[src/rtl/core/pcrpm_ram.sv]
// Generic single write port, single read port RAM with registered read data.
module pcrpm_ram #(
	parameter int unsigned WIDTH = 8,
	parameter int unsigned DEPTH = 256
) (
	input  logic                     clk,
	input  logic                     we,
	input  logic [$clog2(DEPTH)-1:0] waddr,
	input  logic [WIDTH-1:0]         wdata,
	input  logic [$clog2(DEPTH)-1:0] raddr,
	output logic [WIDTH-1:0]         rdata
);

	logic [WIDTH-1:0] mem_q [DEPTH];
	logic [WIDTH-1:0] rdata_q;

	// Write and registered read
	always_ff @(posedge clk) begin
		if (we) begin
			mem_q[waddr] <= wdata;
		end
		rdata_q <= mem_q[raddr];
	end

	assign rdata = rdata_q;

endmodule

[config.mk]
export PLATFORM = sky130hd
export DESIGN_NAME = pcrpm_ram
export DESIGN_NICKNAME = d
export VERILOG_FILES = /design/src/rtl/core/pcrpm_ram.sv
export SDC_FILE = /design/constraint.sdc
export NUM_CORES = 2
export LEC_CHECK = 0
export BUFFER_PORTS_ARGS = -buffer_cell sky130_fd_sc_hd__buf_4
export CAP_MARGIN = 20
export CORE_ASPECT_RATIO = 1.4
export CORE_MARGIN = 3
export CORE_UTILIZATION = 35
export CTS_CLUSTER_SIZE = 24
export DETAILED_ROUTE_END_ITERATION = 10
export PLACE_DENSITY_LB_ADDON = 0.15
export REMOVE_ABC_BUFFERS = 1
export SETUP_SLACK_MARGIN = 0.4
export SLEW_MARGIN = 20
export SYNTH_ARGS = -nofsm -noshare
export SYNTH_HDL_FRONTEND = slang
export SYNTH_SLANG_ARGS = --single-unit
[constraint.sdc]
create_clock -name clk -period 3.8 [get_ports clk]
set_input_delay 0.76 -clock clk [delete_from_list [all_inputs] [get_ports clk]]
set_output_delay 0.76 -clock clk [all_outputs]
set_load 0.005 [all_outputs]
# Yosys cells after proc, flatten, opt, wreduce, memory -nomap -nowiden
# Memory sizes are Yosys's and may differ from the RTL's. A register that Yosys moved wholly into a read port is not among the register bits.
# Index checks and enable logic that the tools add are counted.
word_totals:
  ram_bits: 2048
  n_memories: 1
  word_cells: 3
  ff_bits: 0
memory_table:
  columns: ["name", "words", "word_bits", "rd", "rd_clocked_by_memory_dff", "wr", "line", "source"]
  rows:
  - ["mem_q", 256, 8, 1, 1, 1, "14", "logic [WIDTH-1:0] mem_q [DEPTH];"]
classes:
  mux: 2
op_table:
  columns: ["cell", "n"]
  rows:
  - ["two-way mux 1 bit", 2]

# Depth between registers and ports, before layout
depth:
  word_depth: 2
  ltp_mapped: 11

# Worst setup path before layout
# No wires, ideal clock.
synth_path:
  path_kind: "input port to flip-flop"
  startpoint: "input port raddr[0]"
  endpoint: "register rdata_q[2] (netlist: rdata[2]) (read register of mem_q)"
  arrival_ps: 2567
  path_stages: 9
  setup_ps: 131
  path_buffers: 4
  path_slack_ps: 1102
  cell_sequence: "buf_6 > buf_12 > buf_8 > buf_2 > mux4_2 > a22oi_1 > a21oi_1 > nor4_1 > nor4_2"
synth_lines:
  columns: ["item", "line", "source"]
  rows:
  - ["start: declaration", "10", "input logic [$clog2(DEPTH)-1:0] raddr,"]
  - ["end: declaration", "15", "logic [WIDTH-1:0] rdata_q;"]

==> impl_metrics.tcl <==
set metrics [dict create \
    max_freq_ghz 0.293 \
    final_cells 7397 \
    synthCells 3733 \
    io_buffers 33 \
    status "complete, no violations" \
    vias 39200 \
    clock-sinks 2056 \
    path_class "input port to flip-flop" \
    period_needed_ns 3.41 \
    synth.cell_area_mm2 0.0796 \
    ir_drop_v 0.000344 \
    tns_ns 0 \
    syn_avg_cell_area_um2 21.3 \
    grt_pass1_vias 41300 \
    required_ns 4.49 \
    die_area_mm2 0.233 \
    power_density_mw_per_mm2 508 \
    die_h_um 570 \
    synth_seq_area_share_pct 77.5 \
    holdBufCountCts 0 \
    worstPathArrival_ns 4.10 \
    layout.nets 4248 \
    dp_slack_ns -0.280 \
    syn_to_final_growth_pct 17.0 \
    yosysWarnings 0 \
    dp_hpwl_mm 147 \
    hold_ws_ns 0.354 \
    synth_cell_types 55 \
    post_cts_buffers 0 \
    final_area_mm2 0.0931 \
    start_util_pct 35.3 \
    clkTransAtPathRegs_ns 0.06 \
    grt_use_total_pct 19.1 \
    synth-seq-cells 2056 \
    ctsResizeCount 0 \
    wl_mm 223 \
    worst_setup_path_start_kind "input port" \
    hold_violations 0 \
    clock_latency_ns 0.85 \
    synth_edf_count 2048 \
    core_mm2 0.226 \
    finalPower_mw 47.3 \
    wl_per_cell_um 30.2 \
    ys.flop_type "edfxtp_1" \
    cts_tree "done" \
    rsz0062_at_grt "no" \
    cp_slowest_cell "nor4_1" \
    num_rows 206 \
    grt_overflow 0 \
    htree_levels 4 \
    antenna_found_initial 14 \
    fin_crit_sh_pct 89.9 \
    via_per_inst 5.30 \
    critical-path-max-stage-delay_ns 0.98 \
    fin_ws_ns 0.386 \
    fin_skew_ns 0.0576 \
    fin_util_pct 41.3 \
    drt_iter0_drc 3292 \
    grt_max_degree 124 \
    die_w_um 409 \
    dr.pass1.iters 7 \
    finalMaxSlewViolations 0 \
    grt_pass1_wl_mm 318 \
    path_cells "buf_8, buf_12, buf_12, buf_4, mux4_2, a22oi_1, a21oi_1, nor4_1, buf_4, nor4_2" \
    p_leak_nw 29.3 \
    clock-root-buffer "clkbuf_16" \
    drive_above_1_share_pct 29.1 \
    dp_cells 7036 \
    setup_viol 0 \
    post-route-drc-count 0 \
    io_pins 34 \
    numCtsBuffers 200 \
    async_flop_share_pct 0 \
    clock_path_buffers 4 \
    critPathCaptureType "flip-flop" \
    slew_headroom_pct 16.4 \
    path_max_fanout 18 \
    final_antenna_net_count 0 \
    hp-class "input port to flip-flop" \
    tightest_slew_ns 1.25 \
    place_congestion 0.805 \
    post_dp_cell_area_mm2 0.0867 \
    drv_cap 0 \
]
[worst max-delay path: cells and delay by family]
| family | cells | cell delay, ns |
|---|---|---|
| buffers and inverters | 5 | 1.16 |
| AND/OR/NAND/NOR | 2 | 1.04 |
| multiplexers | 1 | 0.50 |
| AO/OA/AOI/OAI | 2 | 0.55 |
[report_power, final]
part / switching, mW / internal (mW)
Sequential: 0.0409 / 25.0
Clock: 8.42 / 11.3
Combinational: 1.60 / 0.955
[sequential cells by signal, indices dropped and copies added (netlist names)]
signal and count:
mem_q 2048, rdata 8
[kinds of logic (layout without fill, tap and decap cells)]
logic type	count (synthesis)	after routing	share of synthesized area, %
muxes	591	591	14.6
DFF	2056	2056	77.5
and+or+nand+nor	466	466	2.63
other	0	8	0
AOI/OAI and AO/OA	385	385	3.42
buffers and inverters	235	875	1.83
[layout make-up]
type                       count  area [um2]
antenna                        8        20.0
clock buffer                 237        5140
clock inverter               116        1180
fill                       19900      132000
inverter                       2        7.51
multi-input combinational   1442       16600
sequential                  2056       61700
tap                         3016        3770
timing repair buffer         520        4700
[worst paths after layout]
| check | start | endpoint | slack [ns] | cells after the start |
|---|---|---|---|---|
| setup / recovery | raddr[0] | rdata[6] | 0.39 | 10 |
| hold / removal | wdata[3] | mem_q[114][3] | 0.35 | 1 |
| setup reg to reg | mem_q[171][6] | rdata[6] | 0.93 | 6 |
| hold reg to reg | mem_q[32][5] | rdata[5] | 1.11 | 7 |
[cells in the mapped netlist (3+ instances only)]
| cell type | count | area share, % |
|---|---|---|
| buf_4 | 27 | 0.25 |
| clkbuf_1 | 111 | 0.52 |
| a221oi_1 | 13 | 0.14 |
| o21ai_0 | 10 | 0.063 |
| o221ai_1 | 46 | 0.51 |
| o22ai_1 | 28 | 0.22 |
| a22oi_1 | 133 | 1.3 |
| nand4_1 | 10 | 0.079 |
| nand2b_1 | 8 | 0.063 |
| buf_1 | 22 | 0.10 |
| nor2b_1 | 31 | 0.24 |
| or2_2 | 4 | 0.031 |
| buf_2 | 31 | 0.20 |
| nand3_1 | 34 | 0.21 |
| buf_12 | 8 | 0.20 |
| nor2_1 | 282 | 1.3 |
| mux2i_1 | 134 | 1.7 |
| and2_1 | 6 | 0.047 |
| o22a_1 | 5 | 0.055 |
| a21oi_1 | 96 | 0.60 |
| edfxtp_1 | 2048 | 77 |
| a211oi_1 | 16 | 0.15 |
| nor4_2 | 3 | 0.047 |
| a22o_1 | 8 | 0.088 |
| mux4_2 | 454 | 13 |
| nand2_1 | 33 | 0.16 |
| o211ai_1 | 10 | 0.094 |
| nor4_1 | 24 | 0.19 |
| dfxtp_1 | 8 | 0.20 |
| buf_8 | 13 | 0.25 |
| nor3_1 | 22 | 0.14 |
| o32ai_1 | 4 | 0.044 |
| buf_6 | 21 | 0.30 |
[cells in the final DEF, fill, tap and decap left out, types with 6 or more instances in the layout]
cell type     n
a211oi_1     16
a21oi_1      96
a221oi_1     13
a22o_1        8
a22oi_1     133
buf_12       58
buf_4       452
buf_8        10
bufinv_16    24
clkbuf_1     37
clkbuf_16   200
clkinv_1     52
clkinv_2     33
dfxtp_1       8
diode_2       8
edfxtp_1   2048
mux2i_1     134
mux4_2      454
nand2_1      33
nand2b_1      8
nand3_1      28
nand3_2       6
nand4_1      10
nor2_1      279
nor2b_1      28
nor3_1       20
nor4_1       18
nor4_2        9
o211ai_1     10
o21ai_0      10
o221ai_1     46
o22ai_1      28
[layer usage]
metal	track usage [%]	part of all wire [%]	up-vias
met2	34.3	53	957
li1	-	-	16700
met5	0	0.0072	-
met1	24.1	40	21300
met4	5.02	2.6	2
met3	2.69	4.8	281
Power figures use the tool's default switching activity.
